<file path="src/design/touch_gesture_recognizer_assert.svh">
// ---------------------------------------------------------------------------
// Assertion macros for the touch gesture recognizer
// Shared concurrent assertion forms; the using module provides clk and rst_n.
// ---------------------------------------------------------------------------
`ifndef TOUCH_GESTURE_RECOGNIZER_ASSERT_SVH
`define TOUCH_GESTURE_RECOGNIZER_ASSERT_SVH

// Same-cycle implication, checked outside reset
`define TGR_ASSERT_IMPL(lbl, ante, cons, msg) \
    lbl: assert property (@(posedge clk) disable iff (!rst_n) (ante) |-> (cons)) \
        else $error(msg);

// Next-cycle implication, checked outside reset
`define TGR_ASSERT_NEXT(lbl, ante, cons, msg) \
    lbl: assert property (@(posedge clk) disable iff (!rst_n) (ante) |=> (cons)) \
        else $error(msg);

`endif

</file>
<file path="src/design/tgr_pkg.sv">
// ---------------------------------------------------------------------------
// Touch gesture recognizer package
// Types, register indexes, reset values and codes shared by the front, back and top modules.
// ---------------------------------------------------------------------------
package tgr_pkg;

    // Register indexes on the configuration port
    localparam logic [2:0] CFG_SENSE_MODE         = 3'd0;
    localparam logic [2:0] CFG_TOUCH_THRESHOLD    = 3'd1;
    localparam logic [2:0] CFG_SETTLE_MS          = 3'd2;
    localparam logic [2:0] CFG_TAP_LIMIT_MS       = 3'd3;
    localparam logic [2:0] CFG_HOLD_START_MS      = 3'd4;
    localparam logic [2:0] CFG_SECOND_TAP_WAIT_MS = 3'd5;
    localparam logic [2:0] CFG_POLL_INTERVAL_MS   = 3'd6;

    // Register reset values
    localparam logic        RST_SENSE_MODE         = 1'b0;
    localparam logic [15:0] RST_TOUCH_THRESHOLD    = 16'd40;
    localparam logic [15:0] RST_SETTLE_MS          = 16'd50;
    localparam logic [15:0] RST_TAP_LIMIT_MS       = 16'd250;
    localparam logic [15:0] RST_HOLD_START_MS      = 16'd800;
    localparam logic [15:0] RST_SECOND_TAP_WAIT_MS = 16'd300;
    localparam logic [15:0] RST_POLL_INTERVAL_MS   = 16'd20;

    // Gesture state machine
    typedef enum logic [2:0] {
        ST_IDLE            = 3'd0,
        ST_TOUCHING        = 3'd1,
        ST_WAIT_DOUBLE     = 3'd2,
        ST_SECOND_TOUCHING = 3'd3,
        ST_LONG_ACTIVE     = 3'd4
    } gesture_state_t;

    // Event codes
    typedef enum logic [2:0] {
        EV_NONE       = 3'd0,
        EV_SINGLE     = 3'd1,
        EV_DOUBLE     = 3'd2,
        EV_LONG_START = 3'd3,
        EV_LONG_END   = 3'd4
    } gesture_event_t;

    // Configuration registers as seen by the front and back
    typedef struct packed {
        logic        sense_mode;
        logic [15:0] touch_threshold;
        logic [15:0] settle_ms;
        logic [15:0] tap_limit_ms;
        logic [15:0] hold_start_ms;
        logic [15:0] second_tap_wait_ms;
        logic [15:0] poll_interval_ms;
    } cfg_t;

    // Word from front to back: classified sample
    typedef struct packed {
        logic        processed;
        logic        stable_touch;
        logic [31:0] time_ms;
        logic [15:0] raw_latch;
    } mid_word_t;

    // Result word
    typedef struct packed {
        gesture_event_t gesture_event;
        logic [31:0]    event_time_ms;
        logic [15:0]    last_raw_value;
    } res_word_t;

endpackage

</file>
<file path="src/design/tgr_fifo.sv">
// ---------------------------------------------------------------------------
// Small register FIFO
// Generic first-in first-out queue with count-based full and empty.
// ---------------------------------------------------------------------------
`include "touch_gesture_recognizer_assert.svh"

module tgr_fifo #(
    parameter int WIDTH = 8,
    parameter int DEPTH = 2
) (
    input  logic             clk,
    input  logic             rst_n,
    input  logic             push,
    input  logic [WIDTH-1:0] wr_data,
    output logic             full,
    input  logic             pop,
    output logic [WIDTH-1:0] rd_data,
    output logic             empty
);

    localparam int AW = $clog2(DEPTH);
    localparam int CW = $clog2(DEPTH + 1);

    logic [WIDTH-1:0] mem_reg [DEPTH];
    logic [AW-1:0]    wr_ptr_reg, wr_ptr_next;
    logic [AW-1:0]    rd_ptr_reg, rd_ptr_next;
    logic [CW-1:0]    count_reg, count_next;
    logic             push_ok, pop_ok;

    assign full    = (count_reg == CW'(DEPTH));
    assign empty   = (count_reg == '0);
    assign push_ok = push && !full;
    assign pop_ok  = pop && !empty;
    assign rd_data = mem_reg[rd_ptr_reg];

    // Pointer and count update
    always_comb
    begin
        wr_ptr_next = wr_ptr_reg;
        rd_ptr_next = rd_ptr_reg;
        count_next  = count_reg;
        if (push_ok)
        begin
            wr_ptr_next = (wr_ptr_reg == AW'(DEPTH - 1)) ? '0 : wr_ptr_reg + 1'b1;
        end
        if (pop_ok)
        begin
            rd_ptr_next = (rd_ptr_reg == AW'(DEPTH - 1)) ? '0 : rd_ptr_reg + 1'b1;
        end
        if (push_ok && !pop_ok)
        begin
            count_next = count_reg + 1'b1;
        end
        else if (pop_ok && !push_ok)
        begin
            count_next = count_reg - 1'b1;
        end
    end

    always_ff @(posedge clk or negedge rst_n)
    begin
        if (!rst_n)
        begin
            wr_ptr_reg <= '0;
            rd_ptr_reg <= '0;
            count_reg  <= '0;
        end
        else
        begin
            wr_ptr_reg <= wr_ptr_next;
            rd_ptr_reg <= rd_ptr_next;
            count_reg  <= count_next;
        end
    end

    // Storage, no reset
    always_ff @(posedge clk)
    begin
        if (push_ok)
        begin
            mem_reg[wr_ptr_reg] <= wr_data;
        end
    end

    `TGR_ASSERT_IMPL(a_count_bound, 1'b1, count_reg <= CW'(DEPTH),
        "fifo count beyond depth")
    `TGR_ASSERT_NEXT(a_push_grows, push_ok && !pop_ok, count_reg == $past(count_reg) + 1'b1,
        "fifo count did not grow on push")

endmodule

</file>
<file path="src/design/tgr_front.sv">
// ---------------------------------------------------------------------------
// Gesture recognizer front end
// Throttles samples, picks the touch level and debounces it.
// ---------------------------------------------------------------------------
module tgr_front (
    input  logic              clk,
    input  logic              rst_n,
    input  logic              accept,
    input  logic [31:0]       time_ms,
    input  logic              pin_level,
    input  logic [15:0]       raw_reading,
    input  tgr_pkg::cfg_t     cfg,
    output tgr_pkg::mid_word_t word
);

    logic [31:0] last_sample_time_reg, last_sample_time_next;
    logic        raw_touch_prev_reg, raw_touch_prev_next;
    logic [31:0] raw_change_time_reg, raw_change_time_next;
    logic        stable_touch_reg, stable_touch_next;
    logic [15:0] raw_value_latch_reg, raw_value_latch_next;

    logic [31:0] since_sample;
    logic [31:0] since_change;
    logic        processed;
    logic        touch;

    // Throttle and debounce
    always_comb
    begin
        last_sample_time_next = last_sample_time_reg;
        raw_touch_prev_next   = raw_touch_prev_reg;
        raw_change_time_next  = raw_change_time_reg;
        stable_touch_next     = stable_touch_reg;
        raw_value_latch_next  = raw_value_latch_reg;

        since_sample = time_ms - last_sample_time_reg;
        since_change = time_ms - raw_change_time_reg;
        processed    = (since_sample >= {16'd0, cfg.poll_interval_ms});
        touch        = cfg.sense_mode ? (raw_reading < cfg.touch_threshold) : pin_level;

        if (accept && processed)
        begin
            last_sample_time_next = time_ms;
            if (cfg.sense_mode)
            begin
                raw_value_latch_next = raw_reading;
            end
            if (touch != raw_touch_prev_reg)
            begin
                // fresh edge: zero elapsed time never exceeds the window
                raw_touch_prev_next  = touch;
                raw_change_time_next = time_ms;
            end
            else if (since_change > {16'd0, cfg.settle_ms})
            begin
                stable_touch_next = raw_touch_prev_reg;
            end
        end

        word.processed    = processed;
        word.stable_touch = stable_touch_next;
        word.time_ms      = time_ms;
        word.raw_latch    = raw_value_latch_next;
    end

    always_ff @(posedge clk or negedge rst_n)
    begin
        if (!rst_n)
        begin
            last_sample_time_reg <= '0;
            raw_touch_prev_reg   <= 1'b0;
            raw_change_time_reg  <= '0;
            stable_touch_reg     <= 1'b0;
            raw_value_latch_reg  <= '0;
        end
        else
        begin
            last_sample_time_reg <= last_sample_time_next;
            raw_touch_prev_reg   <= raw_touch_prev_next;
            raw_change_time_reg  <= raw_change_time_next;
            stable_touch_reg     <= stable_touch_next;
            raw_value_latch_reg  <= raw_value_latch_next;
        end
    end

endmodule

</file>
<file path="src/design/tgr_back.sv">
// ---------------------------------------------------------------------------
// Gesture recognizer back end
// Runs the gesture state machine on debounced words and builds results.
// ---------------------------------------------------------------------------
`include "touch_gesture_recognizer_assert.svh"

module tgr_back (
    input  logic               clk,
    input  logic               rst_n,
    input  logic               word_valid,
    input  tgr_pkg::mid_word_t word,
    input  logic               res_full,
    input  tgr_pkg::cfg_t      cfg,
    output logic               take,
    output tgr_pkg::res_word_t res
);

    tgr_pkg::gesture_state_t state_reg, state_next;
    logic [31:0]             press_start_time_reg, press_start_time_next;
    logic [31:0]             first_release_time_reg, first_release_time_next;
    tgr_pkg::gesture_event_t ev;
    logic [31:0]             held;
    logic [31:0]             since_release;

    assign take = word_valid && !res_full;

    // Next state and result
    always_comb
    begin
        state_next              = state_reg;
        press_start_time_next   = press_start_time_reg;
        first_release_time_next = first_release_time_reg;
        ev                      = tgr_pkg::EV_NONE;
        held                    = word.time_ms - press_start_time_reg;
        since_release           = word.time_ms - first_release_time_reg;

        if (take && word.processed)
        begin
            unique case (state_reg)
                tgr_pkg::ST_TOUCHING:
                begin
                    if (!word.stable_touch)
                    begin
                        if (held <= {16'd0, cfg.tap_limit_ms})
                        begin
                            state_next              = tgr_pkg::ST_WAIT_DOUBLE;
                            first_release_time_next = word.time_ms;
                        end
                        else
                        begin
                            state_next = tgr_pkg::ST_IDLE;
                        end
                    end
                    else if (held >= {16'd0, cfg.hold_start_ms})
                    begin
                        state_next = tgr_pkg::ST_LONG_ACTIVE;
                        ev         = tgr_pkg::EV_LONG_START;
                    end
                end
                tgr_pkg::ST_WAIT_DOUBLE:
                begin
                    if (word.stable_touch)
                    begin
                        state_next = tgr_pkg::ST_SECOND_TOUCHING;
                    end
                    else if (since_release > {16'd0, cfg.second_tap_wait_ms})
                    begin
                        state_next = tgr_pkg::ST_IDLE;
                        ev         = tgr_pkg::EV_SINGLE;
                    end
                end
                tgr_pkg::ST_SECOND_TOUCHING:
                begin
                    if (!word.stable_touch)
                    begin
                        state_next = tgr_pkg::ST_IDLE;
                        ev         = tgr_pkg::EV_DOUBLE;
                    end
                end
                tgr_pkg::ST_LONG_ACTIVE:
                begin
                    if (!word.stable_touch)
                    begin
                        state_next = tgr_pkg::ST_IDLE;
                        ev         = tgr_pkg::EV_LONG_END;
                    end
                end
                default:
                begin
                    // idle, and any stray code
                    if (word.stable_touch)
                    begin
                        state_next            = tgr_pkg::ST_TOUCHING;
                        press_start_time_next = word.time_ms;
                    end
                    else
                    begin
                        state_next = tgr_pkg::ST_IDLE;
                    end
                end
            endcase
        end

        res.gesture_event  = ev;
        res.event_time_ms  = (ev != tgr_pkg::EV_NONE) ? word.time_ms : 32'd0;
        res.last_raw_value = word.raw_latch;
    end

    always_ff @(posedge clk or negedge rst_n)
    begin
        if (!rst_n)
        begin
            state_reg              <= tgr_pkg::ST_IDLE;
            press_start_time_reg   <= '0;
            first_release_time_reg <= '0;
        end
        else
        begin
            state_reg              <= state_next;
            press_start_time_reg   <= press_start_time_next;
            first_release_time_reg <= first_release_time_next;
        end
    end

    `TGR_ASSERT_IMPL(a_event_from_sample, ev != tgr_pkg::EV_NONE, take && word.processed,
        "event raised without a processed word")
    `TGR_ASSERT_NEXT(a_long_start_state, ev == tgr_pkg::EV_LONG_START,
        state_reg == tgr_pkg::ST_LONG_ACTIVE, "long press start did not enter long state")

endmodule

</file>
<file path="src/design/touch_gesture_recognizer.sv">
// ---------------------------------------------------------------------------
// Touch gesture recognizer
// Throttled, debounced touch sampling with tap, double tap and long press.
// ---------------------------------------------------------------------------
//   channel   handshake              payload
//   sample    push / full            time_ms, pin_level, raw_reading
//   result    pop / empty            gesture_event, event_time_ms, last_raw_value
//   config    cfg_we                 cfg_index, cfg_data
//
// One sample per cycle in while the word queue is not full, one result per
// sample out; a result reaches the result ports through one register stage
// in the front-to-back word queue and one in the result queue.
// The front stalls only when the word queue is full; the back stalls only
// when the result queue is full. Reset clears all state but the queue
// storage and loads the register defaults at once.
// ---------------------------------------------------------------------------
module touch_gesture_recognizer #(
    parameter int MID_DEPTH = 2,
    parameter int OUT_DEPTH = 2
) (
    input  logic        clk,
    input  logic        rst_n,
    input  logic        push,
    output logic        full,
    input  logic [31:0] time_ms,
    input  logic        pin_level,
    input  logic [15:0] raw_reading,
    output logic        empty,
    input  logic        pop,
    output logic [2:0]  gesture_event,
    output logic [31:0] event_time_ms,
    output logic [15:0] last_raw_value,
    input  logic        cfg_we,
    input  logic [2:0]  cfg_index,
    input  logic [15:0] cfg_data
);

    tgr_pkg::cfg_t      cfg_reg, cfg_next;
    tgr_pkg::mid_word_t front_word, back_word;
    tgr_pkg::res_word_t back_res, out_res;
    logic               accept;
    logic               mid_empty;
    logic               take;
    logic               res_full;

    // Configuration registers
    always_comb
    begin
        cfg_next = cfg_reg;
        if (cfg_we)
        begin
            unique case (cfg_index)
                tgr_pkg::CFG_SENSE_MODE:         cfg_next.sense_mode         = cfg_data[0];
                tgr_pkg::CFG_TOUCH_THRESHOLD:    cfg_next.touch_threshold    = cfg_data;
                tgr_pkg::CFG_SETTLE_MS:          cfg_next.settle_ms          = cfg_data;
                tgr_pkg::CFG_TAP_LIMIT_MS:       cfg_next.tap_limit_ms       = cfg_data;
                tgr_pkg::CFG_HOLD_START_MS:      cfg_next.hold_start_ms      = cfg_data;
                tgr_pkg::CFG_SECOND_TAP_WAIT_MS: cfg_next.second_tap_wait_ms = cfg_data;
                tgr_pkg::CFG_POLL_INTERVAL_MS:   cfg_next.poll_interval_ms   = cfg_data;
                default:                         cfg_next                    = cfg_reg;
            endcase
        end
    end

    always_ff @(posedge clk or negedge rst_n)
    begin
        if (!rst_n)
        begin
            cfg_reg.sense_mode         <= tgr_pkg::RST_SENSE_MODE;
            cfg_reg.touch_threshold    <= tgr_pkg::RST_TOUCH_THRESHOLD;
            cfg_reg.settle_ms          <= tgr_pkg::RST_SETTLE_MS;
            cfg_reg.tap_limit_ms       <= tgr_pkg::RST_TAP_LIMIT_MS;
            cfg_reg.hold_start_ms      <= tgr_pkg::RST_HOLD_START_MS;
            cfg_reg.second_tap_wait_ms <= tgr_pkg::RST_SECOND_TAP_WAIT_MS;
            cfg_reg.poll_interval_ms   <= tgr_pkg::RST_POLL_INTERVAL_MS;
        end
        else
        begin
            cfg_reg <= cfg_next;
        end
    end

    assign accept = push && !full;

    // Front: throttle and debounce
    tgr_front u_front (
        .clk         (clk),
        .rst_n       (rst_n),
        .accept      (accept),
        .time_ms     (time_ms),
        .pin_level   (pin_level),
        .raw_reading (raw_reading),
        .cfg         (cfg_reg),
        .word        (front_word)
    );

    // Word queue between front and back
    tgr_fifo #(
        .WIDTH ($bits(tgr_pkg::mid_word_t)),
        .DEPTH (MID_DEPTH)
    ) u_mid_fifo (
        .clk     (clk),
        .rst_n   (rst_n),
        .push    (push),
        .wr_data (front_word),
        .full    (full),
        .pop     (take),
        .rd_data (back_word),
        .empty   (mid_empty)
    );

    // Back: gesture state machine
    tgr_back u_back (
        .clk        (clk),
        .rst_n      (rst_n),
        .word_valid (!mid_empty),
        .word       (back_word),
        .res_full   (res_full),
        .cfg        (cfg_reg),
        .take       (take),
        .res        (back_res)
    );

    // Result queue
    tgr_fifo #(
        .WIDTH ($bits(tgr_pkg::res_word_t)),
        .DEPTH (OUT_DEPTH)
    ) u_out_fifo (
        .clk     (clk),
        .rst_n   (rst_n),
        .push    (take),
        .wr_data (back_res),
        .full    (res_full),
        .pop     (pop),
        .rd_data (out_res),
        .empty   (empty)
    );

    assign gesture_event  = out_res.gesture_event;
    assign event_time_ms  = out_res.event_time_ms;
    assign last_raw_value = out_res.last_raw_value;

endmodule
</file>
<file path="config.mk">
export PLATFORM = sky130hd
export DESIGN_NAME = touch_gesture_recognizer
export DESIGN_NICKNAME = d
export VERILOG_FILES = /design/src/design/tgr_pkg.sv /design/src/design/tgr_fifo.sv /design/src/design/tgr_front.sv /design/src/design/tgr_back.sv /design/src/design/touch_gesture_recognizer.sv
export VERILOG_INCLUDE_DIRS = /design/src /design/src/design
export SDC_FILE = /design/constraint.sdc
export NUM_CORES = 1
export LEC_CHECK = 0
export ABC_AREA = 1
export BUFFER_PORTS_ARGS = -buffer_cell sky130_fd_sc_hd__buf_4
export CAP_MARGIN = 20
export CORE_UTILIZATION = 63
export CTS_CLUSTER_SIZE = 25
export DETAILED_ROUTE_END_ITERATION = 8
export PLACE_DENSITY = 0.81
export SLEW_MARGIN = 30
export SYNTH_ARGS = -nofsm -noshare
export SYNTH_HDL_FRONTEND = slang
export SYNTH_HIERARCHICAL = 1
export SYNTH_SLANG_ARGS = --single-unit
export TNS_END_PERCENT = 100
</file>
<file path="constraint.sdc">
create_clock -name clk -period 4.6 [get_ports clk]
set_input_delay 0.23 -clock clk [delete_from_list [all_inputs] [get_ports clk]]
set_output_delay 0.23 -clock clk [all_outputs]
set_load 0.02 [all_outputs]
</file>
* Yosys cells after proc, flatten, opt, wreduce, memory -nomap -nowiden *
Memories as Yosys holds them, arrays and structs flattened.
Cells that the tools add are included.

cells by class
  bitwise gates (word level) = 2
  $add $sub $neg = 12
  multiplexer cells = 35
  $lt $le $gt $ge = 6
  equality and inequality tests = 16
  reduce and logical (&&, ||, !) cells = 38

operator list
  cell                 number
  $sub 32x32->32       4
  $ge 32x16->1         2
  $gt 32x16->1         2
  $le 32x16->1         1
  $mux 16              2
  $mux 32              1
  $mux 3               9
  $lt 16x16->1         1
  $reduce_and 2->1     8
  $mux 1               14
  $mux 2               7
  $eq 3x2->1 const B   4
  $eq 3x3->1 const B   4
  $pmux 3 s4           1
  $logic_and 1x1->1    11
  $pmux 3 s3           1
  $logic_not 1->1      8
  $reduce_and 4->1     2
  $eq 3x1->1 const B   2
  $add 1x1->1 const B  4
  $add 2x1->2 const B  2
  $eq 2x2->1 const B   2
  $logic_not 2->1      2
  $reduce_bool 2->1    2
  other kinds (11)     13

word-level totals
  word-level logic and storage cells = 132
  memory bits (writable) = 202
  input port bits = 73
  memories kept = 2
  flip-flop bits (word level) = 254

memories
  memory              depth  bits a word  read ports  clocked after memory_dff  wr ports  line            source
  u_out_fifo.mem_reg  2      51           1           0                         1         tgr_fifo.sv:24  logic [WIDTH-1:0] mem_reg [DEPTH];
  u_mid_fifo.mem_reg  2      50           1           0                         1         tgr_fifo.sv:24

* Depth between registers and ports, before layout *
Gate-level depths: netlist of run 1.
An unclocked memory read counts as a cell.

  word-level depth = 9
  gate-level depth with buffers = 34

* By module *
The synthesis of run 1 kept the hierarchy.

modules (own cells, without submodules)
  module                    times used  cells an instance  area each (um2)
  tgr_front                 1           1671               9862.0
  tgr_back                  1           1486               9041.2
  tgr_fifo (u_out_fifo)     1           298                3943.8
  touch_gesture_recognizer  1           432                3907.5
  tgr_fifo (u_mid_fifo)     1           293                3886.2

* Worst setup path before layout of run 1 *
OpenSTA, ideal clock, no wires.

  path kind = reg-to-reg
  from = reg u_mid_fifo.rd_ptr_reg
  to = mem u_out_fifo/mem_reg[0][17] in the netlist's numbering (data pin)
  cell stages (with the launch flop) = 34
  slack = 729 ps
  setup time = 252 ps
  required time = 4348 ps
  data arrival time = 3619 ps
  path through = dfrtp_1 buf_2 inv_2 buf_6 nand2_1 nand2_1 inv_1 ha_1 fa_1 nand3b_1 nand2_1 nand2_1 nand2_1 nand2_1 nand2_1 xor2_1 ha_1 nand4_1 a21oi_1 nor2_1 nand2_1 nand2_1 nand3_1 nor2_1 nand2_1 nor2_1 nand2_1 nand2_1 nand2_1 nand2_2 nand3_4 buf_6 nand2_2 inv_1

RTL lines
  item                      line            source
  start: declaration        tgr_fifo.sv:26  logic [AW-1:0] rd_ptr_reg, rd_ptr_next;
  start signal: assignment  tgr_fifo.sv:71  rd_ptr_reg <= rd_ptr_next;
  end: declaration          tgr_fifo.sv:24

==> results of run 1 <==
repair_timing:
action / in CTS / in global routing
resized for setup: 0 / 30
hold buffers: 68 / 0
setup endpoints to repair: 0 / 91
hold endpoints to repair: 353 / 0
setup buffers: 0 / 2
layout by cell type (no fill, tap or decap), types with 9 or more instances in the layout:
cell           synthesis  routed
nor3_1                33      33
and2_1                10      10
edfxtp_1             202     202
nor2_1               217     214
clkinv_1               0      10
dfrtp_1              234     232
xor2_1                58      51
dlygate4sd3_1          0      68
dfstp_2               20      20
inv_1                724     722
nand4_1               23      23
nand3_2                9       9
o21bai_1              12      12
nor2_2                19      20
nand3_1              196     195
o21ai_0               85      85
nand2_1             1685    1675
nand3b_1              13      13
o21ai_1               10      10
nand2_2               41      50
ha_1                 221     219
inv_2                 14      15
mux2i_1               30      30
o21ai_2               19      19
a21oi_1              132     130
clkbuf_1              10       9
buf_4                 63     160
clkbuf_16              0      49
metal layers:
layer	track usage (%)	wire [um]	up-vias
met5	0	0	-
met2	55.2	38500	920
met1	40.8	32800	12300
met4	14.6	3740	0
met3	5.03	5420	255
li1	-	-	13200
power by group:
part | leakage, uW | internal [uW] | total (uW) | switching (uW)
sequential | 0.00508 | 5900 | 6480 | 583
combinational | 0.0127 | 5360 | 15700 | 10300
clock | 0.000774 | 2240 | 3930 | 1690
metrics by stage:
step | area [sq um] | power, uW | util, %
2_1_floorplan | 30600 | 17600 | -
3_3_place_gp | 31900 | 21300 | 66.6
3_5_place_dp | 31900 | 21600 | 66.6
4_1_cts | 34200 | 25700 | 71.4
5_1_grt | 34400 | 28400 | 71.9
6_report | 34400 | 26100 | 71.9
kinds of logic (layout without fill, tap and decap cells):
logic type | after synthesis | count (layout) | share of synthesized area [%]
fa+ha+maj | 225 | 225 | 9.29
xor+xnor | 63 | 63 | 1.80
compound gates | 275 | 275 | 4.97
other cells | 0 | 2 | 0
buf+inv | 860 | 1069 | 12.0
mux | 30 | 30 | 0.980
flops | 456 | 456 | 40.6
simple gates | 2271 | 2273 | 30.3
final timing paths:
path | endpoint | startpoint | depth (start not counted)
hold / removal | cfg_reg[85] | cfg_index[1] | 4
max in group asynchronous | u_back/first_release_time_reg[19] | rst_n | 4
min in group asynchronous | cfg_reg[80] | rst_n | 2
setup reg to reg | u_out_fifo/mem_reg[0][41] | u_mid_fifo/rd_ptr_reg | 27
hold reg to reg | cfg_reg[55] | cfg_reg[55] | 2
setup / recovery | u_out_fifo/mem_reg[0][41] | u_mid_fifo/rd_ptr_reg | 27
critical path, stage by stage, from the launching register on:
cell and delay [ps]:
dfrtp_2 410, inv_2 70, buf_6 150, nand2_1 70, nand2_1 110, buf_4 180
ha_1 350, nand2_1 170, inv_1 70, nand2_1 90, nand2_1 90, nand2_1 90
nand3_2 140, xor2_1 370, ha_1 320, inv_1 80, nor3_1 50, a211oi_1 180
a21oi_1 100, nor2_1 170, nand2_2 90, nand2_2 80, nand2_1 60, nand2_2 210
nand3_4 110, buf_12 180, nand2_1 60, inv_1 60
cell type report:
| type | instances | share of cell area, % |
|---|---|---|
| inverters | 739 | 8.08 |
| clock buffers | 60 | 3.74 |
| diodes | 2 | 0.0146 |
| well taps | 615 | 2.24 |
| repair buffers | 238 | 6.01 |
| flip-flops and latches | 456 | 36.2 |
| clock inverters | 32 | 0.942 |
| multi-input cells | 2866 | 42.8 |
==> impl_metrics.yaml, run 1 <==
run:
  max-cap-violations: 0
setup_path:
  rrSetupSlack_ps: 210
  end_kind: "register"
  path_class: "reg -> reg"
  critPathRequiredTime_ps: 4950
  crit_arrival_ps: 4740
  cp-start-kind: "register"
  cp_max_fo: 16
global_routing:
  grt_pass1_wl_mm: 128
  grt-ovfl-total: 0
  grt_antenna_before_repair: 1
  globalRouteTotalUtil_pct: 32.5
  grt_pass1_vias: 25800
  grt_max_degree: 114
drt:
  antenna_left: 0
  drt-initial-drc-count: 2236
  drt-total-wl_mm: 80.4
  vias_per_cell: 5.34
  drc: 0
  first_pass_iters: 5
  wl_per_cell_um: 16.1
  vias: 26700
floorplanning:
  core-area_sq_um: 47800
  dieArea_sq_um: 49500
  io_pins: 126
  row_count: 80
  die_w_um: 223
  chipHeight_um: 223
  start_util_pct: 64.0
synth:
  async_flop_share_pct: 55.7
  yosysMostFrequentCell: "nand2_1"
  yosys_warnings: 6
  synth_cells: 4180
  syn-num-nets: 4478
  avgSynthCellArea_sq_um: 7.33
  ys_seq_elements: 456
  synth-main-ff-cell: "dfrtp_1"
  yosys.area.top_type: "nand2_1"
  synth-edff-count: 202
  synth-seq-area-share_pct: 40.6
  synth_cell_types: 49
  synth_top_area_share_pct: 20.6
  synthTopCellsByCount: "1685 x nand2_1, 724 x inv_1, 234 x dfrtp_1"
  synth_area_leaders: "nand2_1 21%, edfxtp_1 20%, dfrtp_1 19%"
  syn_area_sq_um: 30600
sta:
  tns_ps: 0
  holdWs_ps: 38.6
  fmax_mhz: 228
  worst_pin_slew_ps: 957
  fin_ws_ps: 206
  setup_viol: 0
  fin_crit_ps: 4390
  finalHoldViolCount: 0
  fin_crit_sh_pct: 95.5
  slew_viol_final: 0
  fin_worst_skew_ps: 35.5
  relSlewSlack_pct: 36.0
clocking:
  cts_tree: "done"
  cts_made_buffers: 49
  worst_skew_pair.late_latency_ps: 620
  root_buffer: "clkbuf_16"
  cts_max_level: 2
  cts_sinks: 456
  cts_buffer_depth: 3
  clkSlewWorstSetupHoldPaths_ps: 60
placement:
  dpl.cell_count: 4841
  dp_hpwl_mm: 59.8
  io_buffer_count: 125
  place_ws_ps: 112
  place_congestion: 0.995
finish:
  stdcell_count: 5008
  multi_input_area_sq_um: 14700
  syn_to_final_growth_pct: 12.2
  regArea_sq_um: 12500
  largest_reg_flops: 102
  fin_nets: 4648
  drive_above_1_share_pct: 9.45
  fill_cells: 3844
power_and_ir_drop:
  powerDensity_nw_per_um2: 759
  power.leakage_uw: 0.0186
  peakVddDrop_mv: 0.403
hold_path:
  min_path_type: "in -> reg"
status:
  status: "complete, no violations"
Note: power is estimated with default switching activity, not from simulation.
==> inputs of run 2 (changes only) <==
BUFFER_PORTS_ARGS = -buffer_cell sky130_fd_sc_hd__clkbuf_2   (was -buffer_cell sky130_fd_sc_hd__buf_4)
==> run 2 against run 1 <==
  * Critical path depth fell by 1
  * Non-clock buffer count fell by 3
  * Sequential power barely moved
  * Final cell count fell by 0.20%
==> impl_metrics.yaml, run 2 (synthesized netlist as in run 1, its figures left out) <==
clocking:
  cts_max_level: 2
  cts_sinks: 456
  root_buffer: "clkbuf_16"
  worst_skew_pair.late_latency_ps: 620
  cts_made_buffers: 48
  cts_tree: "done"
  clkSlewWorstSetupHoldPaths_ps: 60
  cts_buffer_depth: 3
sta:
  relSlewSlack_pct: 36.2
  worst_pin_slew_ps: 954
  fin_crit_sh_pct: 95.9
  slew_viol_final: 0
  tns_ps: 0
  setup_viol: 0
  fin_crit_ps: 4410
  finalHoldViolCount: 0
  fmax_mhz: 227
  rsz0062_at_grt: "false"
  fin_worst_skew_ps: 39.7
floorplanning:
  die_w_um: 223
  chipHeight_um: 223
  io_pins: 126
  dieArea_sq_um: 49500
  start_util_pct: 64.0
  row_count: 80
  core-area_sq_um: 47800
finish:
  multi_input_area_sq_um: 14600
  diodes: 0
  fin_nets: 4642
  mostFrequentLayoutCells: "1682 x nand2_1, 722 x inv_1, 232 x dfrtp_1"
  largest_reg_flops: 102
  syn_to_final_growth_pct: 10.9
  drive_above_1_share_pct: 9.29
  final_common_cell: "nand2_1"
  regArea_sq_um: 12500
  fill_cells: 3892
placement:
  place_congestion: 0.983
  dp_hpwl_mm: 59.9
  io_buffer_count: 125
drt:
  drt-total-wl_mm: 80.7
  drc: 0
  antenna_left: 0
  vias_per_cell: 5.33
  drt-initial-drc-count: 2127
  vias: 26600
  first_pass_iters: 6
  wl_per_cell_um: 16.1
hold_path:
  min-delay-start: "time_ms[1]"
  min_to: "u_mid_fifo/mem_reg[0][17]"
  worstHoldPathCells: 1
  min_path_type: "in -> reg"
setup_path:
  slowest_stage: "dlygate4sd3_1"
  critPathLaunch: "time_ms[0]"
  ff2ff_path_depth: 31
  path_class: "in -> reg"
  end_kind: "register"
  cp_slowest_stage_delay_ps: 550
  cp-start-kind: "input port"
  crit_arrival_ps: 4740
  rrSetupSlack_ps: 300
  cp_max_fo: 15
  crit_path_frequent_cell: "nand2_1"
  reg2reg_from: "u_mid_fifo/rd_ptr_reg"
  rr_endpoint: "u_out_fifo/mem_reg[0][34]"
  critPathRequiredTime_ps: 4930
global_routing:
  globalRouteTotalUtil_pct: 32.4
  grt_pass1_vias: 25600
  grt_pass1_wl_mm: 128
  grt-ovfl-total: 0
  grt_max_degree: 123
  grt_antenna_before_repair: 0
power_and_ir_drop:
  power.leakage_uw: 0.0184
  peakVddDrop_mv: 0.404
  p_total_uw: 26000
  powerDensity_nw_per_um2: 765
run:
  max-cap-violations: 0
status:
  status: "complete, no violations"
## run 2: changes by cell type in the layout (fill, tap and decap cells not counted), sizes merged
cell	previous run	this run
clkbuf	60	184
inv	741	742
clkinv	22	16
nand3	208	206
buf	170	52
clkinvlp	4	7
dlygate4sd3	68	57
diode	2	0
bufinv	4	5
## run 2: what timing repair did
action                                 CTS  global route
endpoints found under the hold margin  281             0
hold buffers                            57             0
setup endpoints to repair                0           142
setup buffers                            0             1
gates resized for setup                  0            21
## run 2: through the flow
| stage | area (sq um) | hold slack [ps] | std cells | setup WS, ps | util [%] |
|---|---|---|---|---|---|
| final | 34000 | 46.5 | 4998 | 190 | 71.0 |
| after global routing | 34000 | 24.7 | 4998 | 3.26 | 71.0 |
| after CTS | 33800 | 0.512 | 4994 | 16.2 | 70.7 |
| after detailed placement | 31600 | 396 | 4848 | 45.4 | 66.1 |
| after global placement | 31600 | 382 | 4848 | 230 | 66.0 |
| after floorplan | 30600 | -65.6 | 4180 | 729 | - |
## run 2: per-layer routing
metal / vias up / routed length (um) / track usage [%]
li1: 13200 / - / -
met1: 12300 / 33700 / 42.8
met2: 920 / 38300 / 54.9
met3: 203 / 5390 / 3.46
met4: 0 / 3280 / 12.8
met5: - / 0 / 0
## run 2: worst max-delay path by stage
stage | endpoint | depth (start not counted)
4_1_cts | u_out_fifo/mem_reg[0][34] | 30
3_5_place_dp | u_out_fifo/mem_reg[0][34] | 30
3_3_place_gp | u_out_fifo/mem_reg[0][46] | 30
6_report | u_mid_fifo/mem_reg[0][6] | 26
2_1_floorplan | u_out_fifo/mem_reg[0][17] | 33
5_1_grt | u_out_fifo/mem_reg[0][34] | 25
## run 2: power by group
part,internal [uW],total (uW),switching [uW],leakage [uW]
Clock,2300,4000,1710,0.000775
Sequential,5900,6490,589,0.00508
Combinational,5210,15500,10300,0.0126
Total,13400,26000,12600,0.0184
## run 2: final cells by class
class | instances | area share, %
multi-input combinational | 2864 | 42.9
sequential | 456 | 36.6
inverter | 739 | 8.19
timing repair buffer | 235 | 5.16
clock buffer | 58 | 3.77
tap | 615 | 2.26
clock inverter | 31 | 1.05
## run 2: worst max-delay path, delay by kind of cell
family,cells,cell delay (ps)
XOR/XNOR,1,190
adder cells (fa/ha/maj),3,920
buffers and inverters,6,1240
AND/OR/NAND/NOR,14,1580
AO/OA/AOI/OAI,2,530
==> inputs of run 3 (changes only) <==
PLACE_DENSITY = 0.88   (was 0.81)
==> run 3 against run 2 <==
  * Flip-flop and latch count is the same
  * Global-route usage increased by 0.28 points
  * Combinational power is essentially flat
  * Largest cell class unchanged
  * Highest routed layer unchanged
==> impl_metrics.yaml, run 3 (synthesized netlist as in run 1, its figures left out) <==
setup_path:
  crit_path_frequent_cell: "nand2_2"
  cp_slowest_stage_delay_ps: 430
  cp_max_fo: 25
  critPathRequiredTime_ps: 5110
  path_class: "reg -> reg"
  crit_chain: "buf_4 > nand2_1 > nand2_1 > buf_4 > ha_1 > nand2_2 > nor2_2 > and3_1 > nand2_2 > nand2_2 > xor2_1 > ha_1 > nand4_1 > nor3_1 > nand4_1 > a21oi_1 > nand2_2 > nor2_8 > buf_12 > mux2i_1"
  slowest_stage: "dfrtp_2"
  cp-start-kind: "register"
  ff2ff_path_depth: 20
  path_buf_inv: 3
  cp_top_family: "simple AND/OR/NAND/NOR gates"
  end_kind: "register"
  crit_arrival_ps: 4940
  crit_cells: 20
sta:
  fin_crit_ps: 4440
  slew_viol_final: 0
  fin_crit_sh_pct: 96.4
  setup_viol: 0
  relSlewSlack_pct: 33.6
  finalHoldViolCount: 0
  worst_pin_slew_ps: 995
  fmax_mhz: 225
  tns_ps: 0
  fin_worst_skew_ps: 22.4
clocking:
  root_buffer: "clkbuf_16"
  cts_buffer_depth: 3
  cts_max_level: 2
  clkSlewWorstSetupHoldPaths_ps: 60
  cts_sinks: 456
  cts_made_buffers: 47
  worst_skew_pair.late_latency_ps: 610
  cts_tree: "done"
finish:
  fill_cells: 3839
  mostFrequentLayoutCells: "1680 x nand2_1, 722 x inv_1, 233 x dfrtp_1"
  final_common_cell: "nand2_1"
  largest_reg_flops: 102
  drive_above_1_share_pct: 8.81
  design_area_sq_um: 33600
  fin_nets: 4616
  syn_to_final_growth_pct: 9.75
drt:
  vias: 26900
  antenna_left: 0
  drt-initial-drc-count: 2598
  drc: 0
  vias_per_cell: 5.40
  wl_per_cell_um: 16.4
  first_pass_iters: 8
  drt-total-wl_mm: 81.6
global_routing:
  globalRouteTotalUtil_pct: 32.7
  grt_max_degree: 115
  gr-usage-met3_pct: 5.55
  grt_use_met1_pct: 40.2
  use_met2_pct: 55.9
  grt_pass1_vias: 26000
  grt_pass1_wl_mm: 129
  top_usage_layer: "met2"
  grt_antenna_before_repair: 2
  grt-ovfl-total: 0
floorplanning:
  dieArea_sq_um: 49500
  core-area_sq_um: 47800
  die_w_um: 223
  io_pins: 126
  start_util_pct: 64.0
  chipHeight_um: 223
  row_count: 80
placement:
  dp_hpwl_mm: 59.8
  io_buffer_count: 125
  place_congestion: 1.01
  post_dp_cell_area_sq_um: 31400
hold_path:
  min_path_type: "in -> reg"
  worstHoldPathCells: 1
power_and_ir_drop:
  powerDensity_nw_per_um2: 769
  peakVddDrop_mv: 0.489
  power.leakage_uw: 0.0183
status:
  status: "complete, no violations"
run:
  max-cap-violations: 0
-- run 3: worst paths after layout --
kind                            slack [ps]                       startpoint                                end
worst max register to register         160            u_mid_fifo/rd_ptr_reg  u_back/first_release_time_reg[10]
min in group asynchronous              230                            rst_n                        cfg_reg[84]
max in group asynchronous             3220                            rst_n    u_front/raw_change_time_reg[28]
worst max-delay path                   160            u_mid_fifo/rd_ptr_reg  u_back/first_release_time_reg[10]
worst min-delay path                    20                      time_ms[31]          u_mid_fifo/mem_reg[0][47]
worst min register to register         470  u_front/raw_change_time_reg[17]    u_front/raw_change_time_reg[17]
-- run 3: area by class of cell --
cell class              count  area (sq um)  area share [%]
diodes                      1          2.50         0.00744
clock buffers              65          1300            3.85
clock inverters            23           246           0.733
inverters                 739          2780            8.27
multi-input cells        2866         14600            43.5
flip-flops and latches    456         12400            37.0
well taps                 615           769            2.29
repair buffers            208          1440            4.28
-- run 3: what timing repair did --
action | in CTS | in global routing
setup endpoints to repair | 0 | 128
setup buffers | 0 | 1
hold endpoints to repair | 218 | 0
hold buffers | 51 | 0
resized for setup | 0 | 19
-- run 3: report_power, final --
| part | internal (uW) | switching (uW) |
|---|---|---|
| clock | 2170 | 1670 |
| combinational | 5110 | 10500 |
| sequential | 5900 | 543 |
| total | 13200 | 12700 |
-- run 3: per-layer routing --
metal / wire, um / vias up
met1: 32000 / 12300
met4: 4070 / 0
li1: - / 13200
met5: 0 / -
met3: 6410 / 284
met2: 39100 / 1085
-- run 3: stage by stage --
step           utilization, %  std cells  total power [uW]  hold WS [ps]  worst slack (ps)
2_1_floorplan               -       4180             17600         -65.6               729
3_3_place_gp             65.7       4830             20900           300               233
3_5_place_dp             65.7       4830             21400           300               110
4_1_cts                  70.0       4969             25400         0.885              87.5
5_1_grt                  70.3       4973             28000         0.461             -31.1
6_report                 70.3       4973             25800          15.6               164
